--- src/hdl/rpc_pkg.sv ---
// Shared types and constants of the radar pulse compression block.
package rpc_pkg;

    localparam int unsigned MAX_SAMPLES = 4096;

    localparam int unsigned TAP_IDX_W = 6;
    localparam int unsigned VAL_W     = 16;
    localparam int unsigned PROD_W    = 33;
    localparam int unsigned ACC_W     = 39;
    localparam int unsigned BIN_W     = 12;
    localparam int unsigned TCNT_W    = 7;
    localparam int unsigned SCNT_W    = 13;
    localparam int unsigned VIDX_W    = 13;

    localparam int unsigned IN_DATA_W  = 40;
    localparam int unsigned OUT_DATA_W = 96;

    typedef enum logic [0:0] {
        CMD_TAP    = 1'b0,
        CMD_SAMPLE = 1'b1
    } t_cmd;

    typedef enum logic [0:0] {
        REG_TAP_COUNT    = 1'b0,
        REG_SAMPLE_COUNT = 1'b1
    } t_reg_idx;

    typedef enum logic [1:0] {
        S_IDLE  = 2'd0,
        S_CALC  = 2'd1,
        S_EMIT  = 2'd2,
        S_DRAIN = 2'd3
    } t_state;

    typedef struct packed {
        logic signed [VAL_W-1:0] re;
        logic signed [VAL_W-1:0] im;
    } t_iq;

    typedef struct packed {
        logic active;
        logic head;
    } t_cell_flags;

    typedef struct packed {
        logic             shift;
        logic             drain;
        logic             load_out;
        logic             last_bin;
        logic [BIN_W-1:0] bin;
    } t_seq_ctl;

endpackage

--- src/hdl/rpc_cell.sv ---
// One cell of the correlator chain: a filter tap, a sample stage and a partial sum stage.
module rpc_cell (
    input  logic                               i_clk,
    input  logic                               i_rst_n,
    input  logic                               i_tap_we,
    input  rpc_pkg::t_iq                       i_tap,
    input  logic                               i_shift,
    input  rpc_pkg::t_iq                       i_smp,
    output rpc_pkg::t_iq                       o_smp,
    input  rpc_pkg::t_cell_flags               i_flags,
    input  logic signed [rpc_pkg::ACC_W-1:0]   i_acc_re,
    input  logic signed [rpc_pkg::ACC_W-1:0]   i_acc_im,
    output logic signed [rpc_pkg::ACC_W-1:0]   o_acc_re,
    output logic signed [rpc_pkg::ACC_W-1:0]   o_acc_im
);

    localparam int unsigned ExtW = rpc_pkg::ACC_W - rpc_pkg::PROD_W;

    rpc_pkg::t_iq r_tap;
    rpc_pkg::t_iq r_smp;

    logic signed [rpc_pkg::PROD_W-1:0] r_prod_re;
    logic signed [rpc_pkg::PROD_W-1:0] r_prod_im;
    logic signed [rpc_pkg::PROD_W-1:0] n_prod_re;
    logic signed [rpc_pkg::PROD_W-1:0] n_prod_im;
    logic signed [rpc_pkg::ACC_W-1:0]  r_acc_re;
    logic signed [rpc_pkg::ACC_W-1:0]  r_acc_im;
    logic signed [rpc_pkg::ACC_W-1:0]  n_acc_re;
    logic signed [rpc_pkg::ACC_W-1:0]  n_acc_im;

    logic signed [2*rpc_pkg::VAL_W-1:0] w_rr;
    logic signed [2*rpc_pkg::VAL_W-1:0] w_ii;
    logic signed [2*rpc_pkg::VAL_W-1:0] w_ri;
    logic signed [2*rpc_pkg::VAL_W-1:0] w_ir;

    always_ff @(posedge i_clk) begin
        if (!i_rst_n) begin
            r_tap <= '0;
        end else if (i_tap_we) begin
            r_tap <= i_tap;
        end
    end

    always_ff @(posedge i_clk) begin
        if (i_shift) begin
            r_smp <= i_smp;
        end
    end

    // Complex product of tap and sample, registered before it joins the sum.
    always_comb begin
        w_rr      = r_tap.re * r_smp.re;
        w_ii      = r_tap.im * r_smp.im;
        w_ri      = r_tap.re * r_smp.im;
        w_ir      = r_tap.im * r_smp.re;
        n_prod_re = {w_rr[2*rpc_pkg::VAL_W-1], w_rr} - {w_ii[2*rpc_pkg::VAL_W-1], w_ii};
        n_prod_im = {w_ri[2*rpc_pkg::VAL_W-1], w_ri} + {w_ir[2*rpc_pkg::VAL_W-1], w_ir};
    end

    // The head cell starts a fresh sum; cells past the filter length add nothing.
    always_comb begin
        n_acc_re = (i_flags.head ? '0 : i_acc_re)
                 + (i_flags.active ? {{ExtW{r_prod_re[rpc_pkg::PROD_W-1]}}, r_prod_re} : '0);
        n_acc_im = (i_flags.head ? '0 : i_acc_im)
                 + (i_flags.active ? {{ExtW{r_prod_im[rpc_pkg::PROD_W-1]}}, r_prod_im} : '0);
    end

    always_ff @(posedge i_clk) begin
        r_prod_re <= n_prod_re;
        r_prod_im <= n_prod_im;
        r_acc_re  <= n_acc_re;
        r_acc_im  <= n_acc_im;
    end

    assign o_smp    = r_smp;
    assign o_acc_re = r_acc_re;
    assign o_acc_im = r_acc_im;

endmodule

--- config.mk ---
export PLATFORM = sky130hd
export DESIGN_NAME = rpc_cell
export DESIGN_NICKNAME = d
export VERILOG_FILES = /design/src/hdl/rpc_pkg.sv /design/src/hdl/rpc_cell.sv
export SDC_FILE = /design/constraint.sdc
export NUM_CORES = 2
export LEC_CHECK = 0
export BUFFER_PORTS_ARGS = -buffer_cell sky130_fd_sc_hd__buf_2
export CAP_MARGIN = 15
export CORE_ASPECT_RATIO = 1.2
export CORE_UTILIZATION = 55
export DETAILED_ROUTE_END_ITERATION = 16
export PLACE_DENSITY_LB_ADDON = 0.3
export SLEW_MARGIN = 20
export SYNTH_ARGS = -nofsm -noshare
export SYNTH_HDL_FRONTEND = slang
export SYNTH_SLANG_ARGS = --single-unit
--- constraint.sdc ---
create_clock -name i_clk -period 10.5 [get_ports i_clk]
set_input_delay 0.525 -clock i_clk [delete_from_list [all_inputs] [get_ports i_clk]]
set_output_delay 0.525 -clock i_clk [all_outputs]
set_load 0.01 [all_outputs]
Word-level counts from Yosys, hierarchy flattened

Index checks and enable logic that the tools add are counted.

Multiply operators: 4
$add $sub $neg: 4
Muxes and demuxes: 4

Operators by type and width:

| kind             | count |
|---|---|
| $mux W39         | 4 |
| $mul A16 B16 Y32 | 4 |
| $add A39 B39 Y39 | 2 |
| $add A32 B32 Y33 | 1 |
| $sub A32 B32 Y33 | 1 |

Flip-flop bits (word level): 208
Word-level logic and storage cells: 20
Input bits: 148
Output and inout port bits: 110

Logic depth before layout (Yosys ltp)

Word-level depth: 2
Depth in mapped cells: 28

Worst setup path after synthesis

OpenSTA, ideal clock, no wires.

Kind: flip-flop to flip-flop
From: register r_smp, in the netlist o_smp[0]
To: register r_prod_re[29] in the netlist's numbering
Period minus slack after synthesis: 7.427 ns
Cell stages (with the launch flop): 26
Setup slack: 3.073 ns
Data required time: 10.428 ns
Path buffers: 1
Data arrival time: 7.355 ns
Path through: edfxtp_1 -> clkbuf_1 -> nand2_1 -> inv_1 -> fa_1 -> inv_1 -> fa_1 -> inv_1 -> fa_1 -> inv_1 -> fa_1 -> fa_1 -> fa_1 -> fa_1 -> inv_1 -> fa_1 -> inv_1 -> ha_1 -> a21o_1 -> a21o_1 -> a211oi_1 -> o21ai_0 -> a211o_1 -> o31a_1 -> o41ai_1 -> xnor2_1

Longest elaborated chain between the ends: 2

Ends and longest elaborated chain:

| item                   | RTL line       | text |
|---|---|---|
| start, declared        | rpc_cell.sv:20 | `rpc_pkg::t_iq r_smp;` |
| start signal, assigned | rpc_cell.sv:46 | `r_smp <= i_smp;` |
| $mul A16 B16 Y32       | rpc_cell.sv:53 | `w_ii = r_tap.im * r_smp.im;` |
| $sub A32 B32 Y33       | rpc_cell.sv:56 | `n_prod_re = {w_rr[2*rpc_pkg::VAL_W-1], w_rr} - {w_ii[2*rpc_pkg::VAL_W-1], w_ii};` |
| via n_prod_re, one bit | rpc_cell.sv:24 | `logic signed [rpc_pkg::PROD_W-1:0] n_prod_re;` |
| end signal, assigned   | rpc_cell.sv:69 | `r_prod_re <= n_prod_re;` |
| end, declared          | rpc_cell.sv:22 | `logic signed [rpc_pkg::PROD_W-1:0] r_prod_re;` |

The timed path passes the listed nets, and every way through them passes these cells.
A chain may end at the register's enable or synchronous reset.

Worst setup path in the final report

From: register r_tap[15] in the netlist's numbering
To: register r_prod_re[30] in the netlist's numbering

Longest elaborated chain between the ends: 2

Ends and longest elaborated chain:

| item                   | RTL line       | text |
|---|---|---|
| start, declared        | rpc_cell.sv:19 | `rpc_pkg::t_iq r_tap;` |
| start signal, assigned | rpc_cell.sv:40 | `r_tap <= i_tap;` |
| $mul A16 B16 Y32       | rpc_cell.sv:53 |  |
| $sub A32 B32 Y33       | rpc_cell.sv:56 |  |
| via n_prod_re, one bit | rpc_cell.sv:24 |  |

The timed path passes the listed nets, and every way through them passes these cells.

==> results.toml <==
[cts]
postCtsSetupRepairBufs = 0
path_clk_slew_ns = 0.06
cts_root_buffer = "clkbuf_16"
hold_buffers = 0
insertion_delay_ns = 0.64
cts_sinks = 208
cts_max_path_buffers = 3
cts.repair.resized = 0
cts_tree = "built"
cts_buffers = 27
htreeDepth = 1

[synthesis]
synth_nets = 7026
avgSynthCellArea_um2 = 9.44
synthCells = 5317
synth_flop_cell = "dfxtp_1"
syn_area_mm2 = 0.0502
yosys.cell_types.count = 63
synth_async_sr_flop_share = 0
ys_seq_area_frac = 0.0894
synth_edf_count = 32
ys.warnings.count = 0
ys_ff_latch = 208

[drt]
drt_iter0_drc = 2091
wl_per_cell_um = 18.3
ant_nets = 0
vias = 35593
first_pass_iters = 5
drt_wl_total_um = 122000
drc = 0
post_drt_via_cell_ratio = 5.37

[floorplanning]
dieArea_mm2 = 0.0924
row_count = 121
design.core.area_mm2 = 0.0905
die_x_um = 278
fp.dieH_um = 333
initial_core_util = 0.554
boundaryPins = 258

[critical_path]
r2r_slack_ns = 2.06
cp-end-kind = "flop"
critical_path_class = "flop to flop"
crit_top_cell = "fa_1"
crit_slowest_cell = "dfxtp_1"
r2r_start = "r_tap[15]"
cp_max_fo = 18
cp.required_ns = 11.04
reg2reg_to = "r_prod_re[30]"
cp-start-kind = "flop"
arrival_ns = 8.98
ff2ff_path_depth = 26
critPathMaxStageDelay_ns = 0.89
crit_start = "r_tap[15]"

[placement]
port_buffers = 257
place_congestion = 0.897
placed_cells = 6583
hpwlAfterDp_um = 98100
place_area_mm2 = 0.0526

[global_routing]
antenna_found_initial = 1
grt_pass1_wl_um = 202000
grt_pass1_vias = 38794
grt_max_degree = 79
grt_overflow = 0
grt_use_total = 0.279

[sta]
slew_viol_final = 0
fmax_ghz = 0.118
setup_viol = 0
period_minus_slack_ns = 8.44
clock_skew_ns = 0.0340
min_period_over_period = 0.804
finalSetupTns_ns = 0
rsz0062_at_grt = "no"
slew_headroom = 0.271
hold_violations = 0
worst_slew_pin_slew_ns = 1.09

[layout]
nNetsFinal = 7154
instances_no_fill = 6634
drive_above_1_share = 0.0708
fin_area_mm2 = 0.0535
area_growth_pct = 6.60
antennaDiodeCount = 0

[min_path]
hold_class = "input pin to flop"
hold_depth = 1
hp-start = "i_smp[22]"
min_to = "o_smp[22]"

[run]
maxCapViolCount = 0

[run_status]
status = "complete, no violations"
-- worst max path at each step --
stage / end / slack (ns) / cells past startpoint
final: r_prod_re[30] / 2.06 / 26
after global routing: r_prod_re[30] / 1.58 / 25
after CTS: r_prod_re[30] / 2.07 / 25
after detailed placement: r_prod_re[30] / 2.13 / 25
after global placement: r_prod_im[32] / 2.27 / 23
after floorplan: r_prod_re[29] / 3.07 / 25
-- flip-flops by register name (all words and copies together) (netlist names) --
| name | count |
|---|---|
| o_acc_im | 39 |
| o_acc_re | 39 |
| r_prod_im | 33 |
| r_prod_re | 33 |
| o_smp | 32 |
| r_tap | 32 |
-- cells in the final DEF (no fill, tap or decap), types with 66 or more instances in the layout --
cell type  instances
dfxtp_1          170
inv_1           1283
buf_4             66
fa_1            1175
xnor2_1          118
a21oi_1          126
nor2b_1          122
and2_1           546
nor2_1           118
ha_1             386
nand2_1          551
buf_2            256
-- critical path: cells and delay by family (launching register included) --
kind            cells  cell delay (ns)
buf+inv             7             1.24
fa+ha+maj           9             4.17
xor+xnor            1             0.12
simple gates        2             0.28
compound gates      7             1.61
flops               1             0.89
-- metrics by stage --
stage          hold slack (ns)  setup slack (ns)  utilization
6_report                0.0599              2.06        0.591
5_1_grt                 0.0475              1.58        0.591
4_1_cts                 0.0205              2.07        0.591
3_5_place_dp             0.502              2.13        0.581
3_3_place_gp             0.488              2.27        0.581
2_1_floorplan            0.524              3.07            -
-- area by class of cell --
type	count	area (um2)
inverter	1283	4820
multi-input combinational	3602	40000
fill	7848	37100
timing repair buffer	323	1790
sequential	208	4490
clock inverter	10	86.3
tap	1168	1460
clock buffer	40	805
-- kinds of logic (layout without fill, tap and decap cells) --
kind of cell,count (synthesis),count (layout),synth area share
xor+xnor,159,159,0.0278
compound gates,385,385,0.0498
mux,35,35,0.00698
simple gates,1462,1462,0.148
fa+ha+maj,1561,1561,0.565
buf+inv,1507,1656,0.113
flops,208,208,0.0894
-- synth_stat cells (10+ instances only) --
cell type	number	share of area
clkbuf_1	220	0.016
and2_1	546	0.068
ha_1	386	0.096
xnor2_1	118	0.021
nor2b_1	122	0.015
inv_1	1283	0.096
nor2_1	118	0.0088
nand4_1	10	0.0012
dfxtp_1	176	0.070
edfxtp_1	32	0.019
nor3_1	23	0.0023
a211oi_1	24	0.0036
a21o_1	57	0.0085
nand3_1	25	0.0025
a21oi_1	126	0.013
nand2b_1	39	0.0049
o21ai_0	57	0.0057
xor2_1	41	0.0072
o21a_1	23	0.0034
mux2i_1	35	0.0070
nand2_1	551	0.041
fa_1	1175	0.47
o21bai_1	17	0.0025
-- metal layers --
layer | part of all wire | wire (um) | global-route usage
met5 | 0.000074 | 9 | 0
met4 | 0.052 | 6360 | 0.126
met3 | 0.065 | 7940 | 0.0382
met2 | 0.50 | 60300 | 0.474
met1 | 0.39 | 46900 | 0.353
Power is not shown: default switching activity piles up to over one toggle a cycle in this logic, so the estimate is an artifact.
