==> src/hdl/rpc_pkg.sv <==
// Shared types and constants of the radar pulse compression block.
package rpc_pkg;

    localparam int unsigned MAX_SAMPLES = 4096;

    localparam int unsigned TAP_IDX_W = 6;
    localparam int unsigned VAL_W     = 16;
    localparam int unsigned PROD_W    = 33;
    localparam int unsigned ACC_W     = 39;
    localparam int unsigned BIN_W     = 12;
    localparam int unsigned TCNT_W    = 7;
    localparam int unsigned SCNT_W    = 13;
    localparam int unsigned VIDX_W    = 13;

    localparam int unsigned IN_DATA_W  = 40;
    localparam int unsigned OUT_DATA_W = 96;

    typedef enum logic [0:0] {
        CMD_TAP    = 1'b0,
        CMD_SAMPLE = 1'b1
    } t_cmd;

    typedef enum logic [0:0] {
        REG_TAP_COUNT    = 1'b0,
        REG_SAMPLE_COUNT = 1'b1
    } t_reg_idx;

    typedef enum logic [1:0] {
        S_IDLE  = 2'd0,
        S_CALC  = 2'd1,
        S_EMIT  = 2'd2,
        S_DRAIN = 2'd3
    } t_state;

    typedef struct packed {
        logic signed [VAL_W-1:0] re;
        logic signed [VAL_W-1:0] im;
    } t_iq;

    typedef struct packed {
        logic active;
        logic head;
    } t_cell_flags;

    typedef struct packed {
        logic             shift;
        logic             drain;
        logic             load_out;
        logic             last_bin;
        logic [BIN_W-1:0] bin;
    } t_seq_ctl;

endpackage

==> src/hdl/rpc_seq.sv <==
// Sequencer that steps the cell chain through sample entry, sum settling, bin output and tail drain.
module rpc_seq (
    input  logic                          i_clk,
    input  logic                          i_rst_n,
    input  logic                          i_smp_accept,
    input  logic                          i_cfg_write,
    input  logic [rpc_pkg::TCNT_W-1:0]    i_taps,
    input  logic [rpc_pkg::SCNT_W-1:0]    i_samples,
    input  logic                          i_out_free,
    output logic                          o_ready,
    output rpc_pkg::t_seq_ctl             o_ctl
);

    rpc_pkg::t_state r_state;
    rpc_pkg::t_state n_state;

    logic [rpc_pkg::BIN_W-1:0]  r_idx;
    logic [rpc_pkg::BIN_W-1:0]  n_idx;
    logic [rpc_pkg::VIDX_W-1:0] r_v;
    logic [rpc_pkg::VIDX_W-1:0] n_v;
    logic                       r_last;
    logic                       n_last;
    logic [rpc_pkg::TCNT_W-1:0] r_cnt;
    logic [rpc_pkg::TCNT_W-1:0] n_cnt;

    logic [rpc_pkg::VIDX_W-1:0] w_taps_m1;
    logic [rpc_pkg::VIDX_W-1:0] w_samples_m1;
    logic [rpc_pkg::VIDX_W-1:0] w_idx_ext;
    logic [rpc_pkg::VIDX_W-1:0] w_v_next;
    logic [rpc_pkg::VIDX_W-1:0] w_bin;
    logic                       w_at_end;
    logic                       w_idx_full;
    logic                       w_final;

    // The chain index v counts samples and drained zeros; bin v-(L-1) is ready once v >= L-1.
    always_comb begin
        w_taps_m1    = rpc_pkg::VIDX_W'(i_taps) - rpc_pkg::VIDX_W'(1);
        w_samples_m1 = rpc_pkg::VIDX_W'(i_samples) - rpc_pkg::VIDX_W'(1);
        w_idx_ext    = rpc_pkg::VIDX_W'(r_idx);
        w_v_next     = r_v + rpc_pkg::VIDX_W'(1);
        w_bin        = r_v - w_taps_m1;
        w_at_end     = (w_idx_ext == w_samples_m1);
        w_idx_full   = (w_idx_ext >= w_taps_m1);
        w_final      = (w_bin == w_samples_m1);
    end

    always_comb begin
        n_state = r_state;
        n_idx   = r_idx;
        n_v     = r_v;
        n_last  = r_last;
        n_cnt   = r_cnt;
        unique case (r_state)
            rpc_pkg::S_IDLE: begin
                if (i_smp_accept) begin
                    n_v    = w_idx_ext;
                    n_last = w_at_end;
                    n_idx  = w_at_end ? '0 : r_idx + rpc_pkg::BIN_W'(1);
                    n_cnt  = i_taps;
                    if (w_idx_full) begin
                        n_state = rpc_pkg::S_CALC;
                    end else if (w_at_end) begin
                        n_state = rpc_pkg::S_DRAIN;
                    end
                end
            end
            rpc_pkg::S_CALC: begin
                if (r_cnt == '0) begin
                    n_state = rpc_pkg::S_EMIT;
                end else begin
                    n_cnt = r_cnt - rpc_pkg::TCNT_W'(1);
                end
            end
            rpc_pkg::S_EMIT: begin
                if (i_out_free) begin
                    n_state = (r_last && !w_final) ? rpc_pkg::S_DRAIN : rpc_pkg::S_IDLE;
                end
            end
            rpc_pkg::S_DRAIN: begin
                n_v = w_v_next;
                if (w_v_next >= w_taps_m1) begin
                    n_state = rpc_pkg::S_CALC;
                    n_cnt   = i_taps;
                end
            end
            default: begin
                n_state = rpc_pkg::S_IDLE;
            end
        endcase
        if (i_cfg_write) begin
            n_idx = '0;
        end
    end

    always_comb begin
        o_ready        = (r_state == rpc_pkg::S_IDLE);
        o_ctl.shift    = ((r_state == rpc_pkg::S_IDLE) && i_smp_accept)
                       || (r_state == rpc_pkg::S_DRAIN);
        o_ctl.drain    = (r_state == rpc_pkg::S_DRAIN);
        o_ctl.load_out = (r_state == rpc_pkg::S_EMIT) && i_out_free;
        o_ctl.last_bin = w_final;
        o_ctl.bin      = w_bin[rpc_pkg::BIN_W-1:0];
    end

    always_ff @(posedge i_clk) begin
        if (!i_rst_n) begin
            r_state <= rpc_pkg::S_IDLE;
            r_idx   <= '0;
            r_v     <= '0;
            r_last  <= 1'b0;
            r_cnt   <= '0;
        end else begin
            r_state <= n_state;
            r_idx   <= n_idx;
            r_v     <= n_v;
            r_last  <= n_last;
            r_cnt   <= n_cnt;
        end
    end

    // Between items the sample index always lies inside the pulse.
    a_idx_in_pulse: assert property (@(posedge i_clk) disable iff (!i_rst_n)
        (r_state == rpc_pkg::S_IDLE) |-> (w_idx_ext <= w_samples_m1))
        else $error("sample index beyond pulse length");

    // A bin is only put out once the chain holds a full window.
    a_bin_not_early: assert property (@(posedge i_clk) disable iff (!i_rst_n)
        (r_state == rpc_pkg::S_EMIT) |-> (r_v >= w_taps_m1))
        else $error("bin put out before window was full");

    // The final bin of a pulse ends the tail.
    a_tail_ends: assert property (@(posedge i_clk) disable iff (!i_rst_n)
        (o_ctl.load_out && o_ctl.last_bin) |=> (r_state == rpc_pkg::S_IDLE))
        else $error("sequencer kept running after final bin");

endmodule

==> config.mk <==
export PLATFORM = sky130hd
export DESIGN_NAME = rpc_seq
export DESIGN_NICKNAME = d
export VERILOG_FILES = /design/src/hdl/rpc_pkg.sv /design/src/hdl/rpc_seq.sv
export SDC_FILE = /design/constraint.sdc
export NUM_CORES = 1
export LEC_CHECK = 0
export BUFFER_PORTS_ARGS = -buffer_cell sky130_fd_sc_hd__clkbuf_2
export CORE_ASPECT_RATIO = 0.9
export CORE_MARGIN = 2
export CORE_UTILIZATION = 60
export DETAILED_ROUTE_END_ITERATION = 16
export GPL_TIMING_DRIVEN = 0
export PLACE_DENSITY = 0.79
export SLEW_MARGIN = 20
export SYNTH_ARGS = -nofsm -noshare
export SYNTH_HDL_FRONTEND = slang
export SYNTH_SLANG_ARGS = --single-unit
==> constraint.sdc <==
create_clock -name i_clk -period 10.7 [get_ports i_clk]
set_input_delay 3.21 -clock i_clk [delete_from_list [all_inputs] [get_ports i_clk]]
set_output_delay 3.21 -clock i_clk [all_outputs]
set_load 0.1 [all_outputs]
# --- Word-level counts from Yosys, hierarchy flattened ---
# Index checks and enable logic that the tools add are counted.
classes:
  n_addsub: 6
  magnitude_cmp: 2
  eq_ne: 11
  n_mux: 15
  bitwise_logic: 1
  reduce_logical: 14
op_table:
  columns: ["op", "n"]
  rows:
  - ["one-hot mux 13 bit (2 select lines)", 1]
  - ["two-way mux 7 bit", 3]
  - ["one-hot mux 7 bit (3 select lines)", 1]
  - ["two-way mux 2 bit", 7]
  - ["adder 13 x 1 -> 13 bit (second input constant)", 1]
  - ["equality test 12 x 13 -> 1 bit", 1]
  - ["equality test 13 bit", 1]
  - [">= comparator 12 x 13 -> 1 bit", 1]
  - [">= comparator 13 bit", 1]
  - ["two-way mux 13 bit", 1]
  - ["subtractor 13 x 1 -> 13 bit (second input constant)", 1]
  - ["subtractor 13 bit", 1]
  - ["adder 12 x 1 -> 12 bit (second input constant)", 1]
  - ["two-way mux 12 bit", 1]
  - ["inequality test 2 bit (second input constant)", 4]
  - ["one-hot mux 2 bit (4 select lines)", 1]
  - ["subtractor 7 x 1 -> 8 bit (second input constant)", 1]
  - ["logical NOT 7 bit", 1]
  - ["subtractor 7 x 1 -> 7 bit (second input constant)", 1]
  - ["AND reduction 5 bit", 1]
  - ["equality test 2 bit (second input constant)", 2]
  - ["AND reduction 2 bit", 2]
  - ["AND reduction 4 bit", 1]
  - ["logical AND 1 bit", 3]
  - ["other kinds (10)", 10]
word_totals:
  ff_bits: 35
  in_bits: 25
  elab_cells: 54

# --- Logic depth before layout (Yosys ltp) ---
logic_depth:
  depth_word: 8
  depth_mapped: 17
  mapped_depth_nobuf: 16

# --- Least setup slack after synthesis ---
# OpenSTA, ideal clock, no wires.
synth_path:
  path_kind: "input port to output port"
  from: "in i_taps[3] in the netlist's numbering"
  to: "out o_ctl[8] in the netlist's numbering"
  arrival_ns: 7.383
  required_time_ns: 7.490
  path_slack_ns: 0.107
  path_stages: 9
  path_cell_list: "or4_4 buf_6 or4_1 ha_1 clkbuf_1 nand3_1 a211oi_1 nor2_2 xnor2_1"
synth_lines:
  columns: ["item", "line_no", "rtl"]
  rows:
  - ["from (decl)", "rpc_seq.sv:7", "input logic [rpc_pkg::TCNT_W-1:0] i_taps,"]
  - ["to (decl)", "rpc_seq.sv:11", "output rpc_pkg::t_seq_ctl o_ctl"]

# --- Final worst setup path ---
layout_path:
  from: "in i_taps[3] in the netlist's numbering"
  to: "out o_ctl[12] in the netlist's numbering"
layout_via:
  elab_chain_len: 3
layout_lines:
  columns: ["item", "line_no", "rtl"]
  rows:
  - ["subtractor 7 x 1 -> 8 bit", "rpc_seq.sv:37", "w_taps_m1 = rpc_pkg::VIDX_W'(i_taps) - rpc_pkg::VIDX_W'(1);"]
  - ["subtractor 13 bit", "rpc_seq.sv:41", "w_bin = r_v - w_taps_m1;"]
  - ["equality test 13 bit", "rpc_seq.sv:44", "w_final = (w_bin == w_samples_m1);"]
# No other way between the ends.

==> reports/summary.txt <==
Layout area overhead -> 9.856%
met2 routed WL -> 5.658 mm
cells on worst reg2reg path -> 15
clock power share -> 22.4%
Worst Hold Class -> reg2reg
nets -> 676
largest area contributor in the netlist -> dfxtp_1
die area -> 7955 um2
hpwl dp -> 9.477 mm
Avg Synthesized Cell Area -> 7.693 um2
Final min period -> 10.44 ns
final instance area -> 4783 um2
crit share post-route -> 97.58%
max cap viols -> 0
PortBufs -> 39
Slew @ Worst Pin -> 1.091 ns
Fillers -> 610
First-pass DRT Iterations -> 6
Met1 Wirelength -> 5.503 mm
Async SR Flop Fraction -> 0%
RSZ-0062 raised after global routing -> no
GPL Wtd Cong -> 0.9462
Hold Path Depth -> 2
Routed WL -> 12.48 mm
Met3 Wirelength -> 989 um
fmax -> 0.09578 GHz
Core Area -> 7039 um2
internal power -> 0.3034 mW
first-pass GRT wire length -> 20.60 mm
# rows -> 29
most common cell after layout, fill and taps aside -> xnor2_1
I/O pin cnt -> 42
skew final -> 0.008449 ns
min-delay src -> r_last
clk buf depth -> 2
worst-path maximum fanout -> 20
largest net degree at the start of global routing -> 21
Crit. End Element -> output pin
CTS root buffer -> clkbuf_8
top layer in use -> met4
combinational share of power -> 50.3%
CP Data Required Time -> 7.49 ns
ANT cells -> 0
DIE HEIGHT -> 84.82 um
remaining antenna violation count -> 0
final setup fails -> 0
synth warn -> 0
DR iter-0 viols -> 471
via count -> 4488
remaining global-route overflow -> 0
Pwr per Cell Area -> 120.7 nW/um2
post-synthesis sequential area ratio -> 16.09%
Starting Density -> 61.86%
outcome -> completed
startpoint types -> input port
Clock Latency Late Sink -> 0.31 ns
critical path arrival -> 7.23 ns
vias in the first global route -> 4166
Post-synth EDFFs -> 0
mean routed wirelength per cell -> 17.70 um
Max H-tree Level -> 2
Peak VDD IR -> 0.0001041 V
top post-synthesis cells by area -> dfxtp_1 16%, ha_1 11%, xnor2_1 9.7%
syn_nets -> 631
# DRC -> 0
leakage dissipation -> 1.903 nW
commonest cells after routing, fill and taps aside -> 48 x xnor2_1, 43 x nor2_1, 40 x clkbuf_2
Post-Synthesis Cell Area -> 4354 um2
Synth top area share -> 16.09%
Setup TNS -> 0 ns
vias per cell -> 6.366
Gate Count Post-Synth -> 566
R2R setup slack -> 6.43 ns
TritonCTS clock tree -> built
GRT Overall Usage -> 32.27%
clock slew seen by the registers of the worst setup and hold paths -> 0.08 ns
R2R Path End -> r_cnt[5]
share of layout cells above drive strength 1 -> 12.09%
Net Sw Power -> 0.2739 mW
hold endpoint -> r_state[0]
Slew headroom -> 26.75%
Final Hold Fails -> 0
Final Max Slew Viols -> 0
Die X -> 93.80 um
number of library cell types mapped by synthesis -> 78
Synth Flop Type -> dfxtp_1
Seq pwr share -> 27.3%
Switching Share -> 47.44%
Critical R2R Launch -> r_v[2]
TritonCTS buffer count -> 5
initial antenna violation count -> 0
Post-DP Area -> 4666 um2
CTS sink cnt -> 35
CP Class -> in2out
register bit total from synthesis -> 35
==> worst max-delay path by stage <==
stage | from | to | slack, ns
after floorplan | i_taps[3] | o_ctl[8] | 0.11
after global placement | i_taps[2] | o_ctl[12] | -0.28
after detailed placement | i_taps[3] | o_ctl[12] | -0.37
after CTS | i_taps[3] | o_ctl[12] | 0.13
after global routing | i_taps[2] | o_ctl[12] | 0.07
final | i_taps[3] | o_ctl[12] | 0.26
==> layer usage <==
metal / global-route usage [%] / vias to the layer above
li1: - / 2127
met1: 45.87 / 2129
met2: 50.32 / 196
met3: 4.885 / 36
met4: 10.41 / 0
met5: 0 / -
==> area by class of cell <==
cell class,instances,area (um2),area share [%]
multi-input cells,471,3416,71.41
flip-flops and latches,35,700.7,14.65
repair buffers,39,195.2,4.081
plain buffers,28,126.4,2.642
inverters,31,116.4,2.433
well taps,93,116.4,2.433
clock buffers,5,68.82,1.439
clock inverters,3,43.79,0.9155
==> power groups by stage <==
stage          logic, mW  clock network (mW)  registers [mW]
2_1_floorplan      0.226                   0           0.156
3_3_place_gp       0.279                   0           0.159
3_5_place_dp       0.284                   0           0.160
4_1_cts            0.285               0.129           0.157
5_1_grt            0.315               0.135           0.160
6_report           0.290               0.129           0.158
==> state kept, by name, summed over array words and instances (netlist names) <==
register / cells
r_cnt: 7
r_idx: 12
r_last: 1
r_state: 2
r_v: 13
==> worst max-delay path: stages <==
cell      delay (ns)
clkbuf_2        0.12
or4_4           0.55
buf_6           0.16
or4_4           0.59
ha_1            0.58
xnor2_1         0.14
xnor2_1         0.37
inv_1           0.11
a41oi_1         0.31
nand4_1         0.13
nor3_1          0.20
o2111a_1        0.22
buf_4           0.10
clkbuf_2        0.44
==> metrics by stage <==
| step | power, mW | util (%) | hold slack, ns | setup slack, ns | cells |
|---|---|---|---|---|---|
| finish | 0.5773 | 67.95 | 0.4924 | 0.2589 | 705 |
| global placement | 0.4378 | 66.28 | 0.4750 | -0.2780 | 698 |
| CTS | 0.5708 | 68.01 | 0.4959 | 0.1307 | 706 |
| global route | 0.6094 | 67.95 | 0.5272 | 0.07356 | 705 |
| floorplan | 0.3815 | - | 0.4542 | 0.1073 | 566 |
| detailed placement | 0.4433 | 66.28 | 0.4838 | -0.3735 | 698 |
==> cells in the mapped netlist, types with 3 or more instances <==
library cell,number
nor4_1,5
a41oi_1,3
a21o_1,5
o221ai_1,5
o221a_2,3
a21boi_0,4
o21ai_0,30
o211ai_1,7
and3_1,7
nor3_1,16
a22oi_1,5
o22ai_1,5
a31oi_1,4
nor3b_1,5
or3_1,7
xor2_1,25
or4_1,5
a21oi_1,33
a211o_1,5
xnor3_1,3
nor2_1,43
o21ai_1,5
clkbuf_1,22
nand2b_1,6
nand3_1,16
o21a_1,4
nor2b_1,11
ha_1,39
xnor2_1,48
a211oi_1,5
nand3b_1,5
and2_1,17
inv_1,30
dfxtp_1,35
mux2_2,3
nand2_1,37
nand4_1,8
==> what timing repair did <==
action	4_1_cts	5_1_grt
hold buffers	0	0
setup endpoints to repair	1	1
gates resized for setup	2	0
buffers inserted	0	0
endpoints found under the hold margin	0	0
==> cell families (layout without fill, tap and decap cells) <==
family,Yosys count,in the layout,share of synthesized area (%)
AOI/OAI and AO/OA,148,148,23.59
xor gates and xnor gates,78,78,17.33
adders and majority gates,41,41,11.90
buffers and inverters,60,106,5.661
DFF,35,35,16.09
muxes,5,5,1.236
and+or+nand+nor,199,199,24.20
Power figures use the tool's default switching activity.
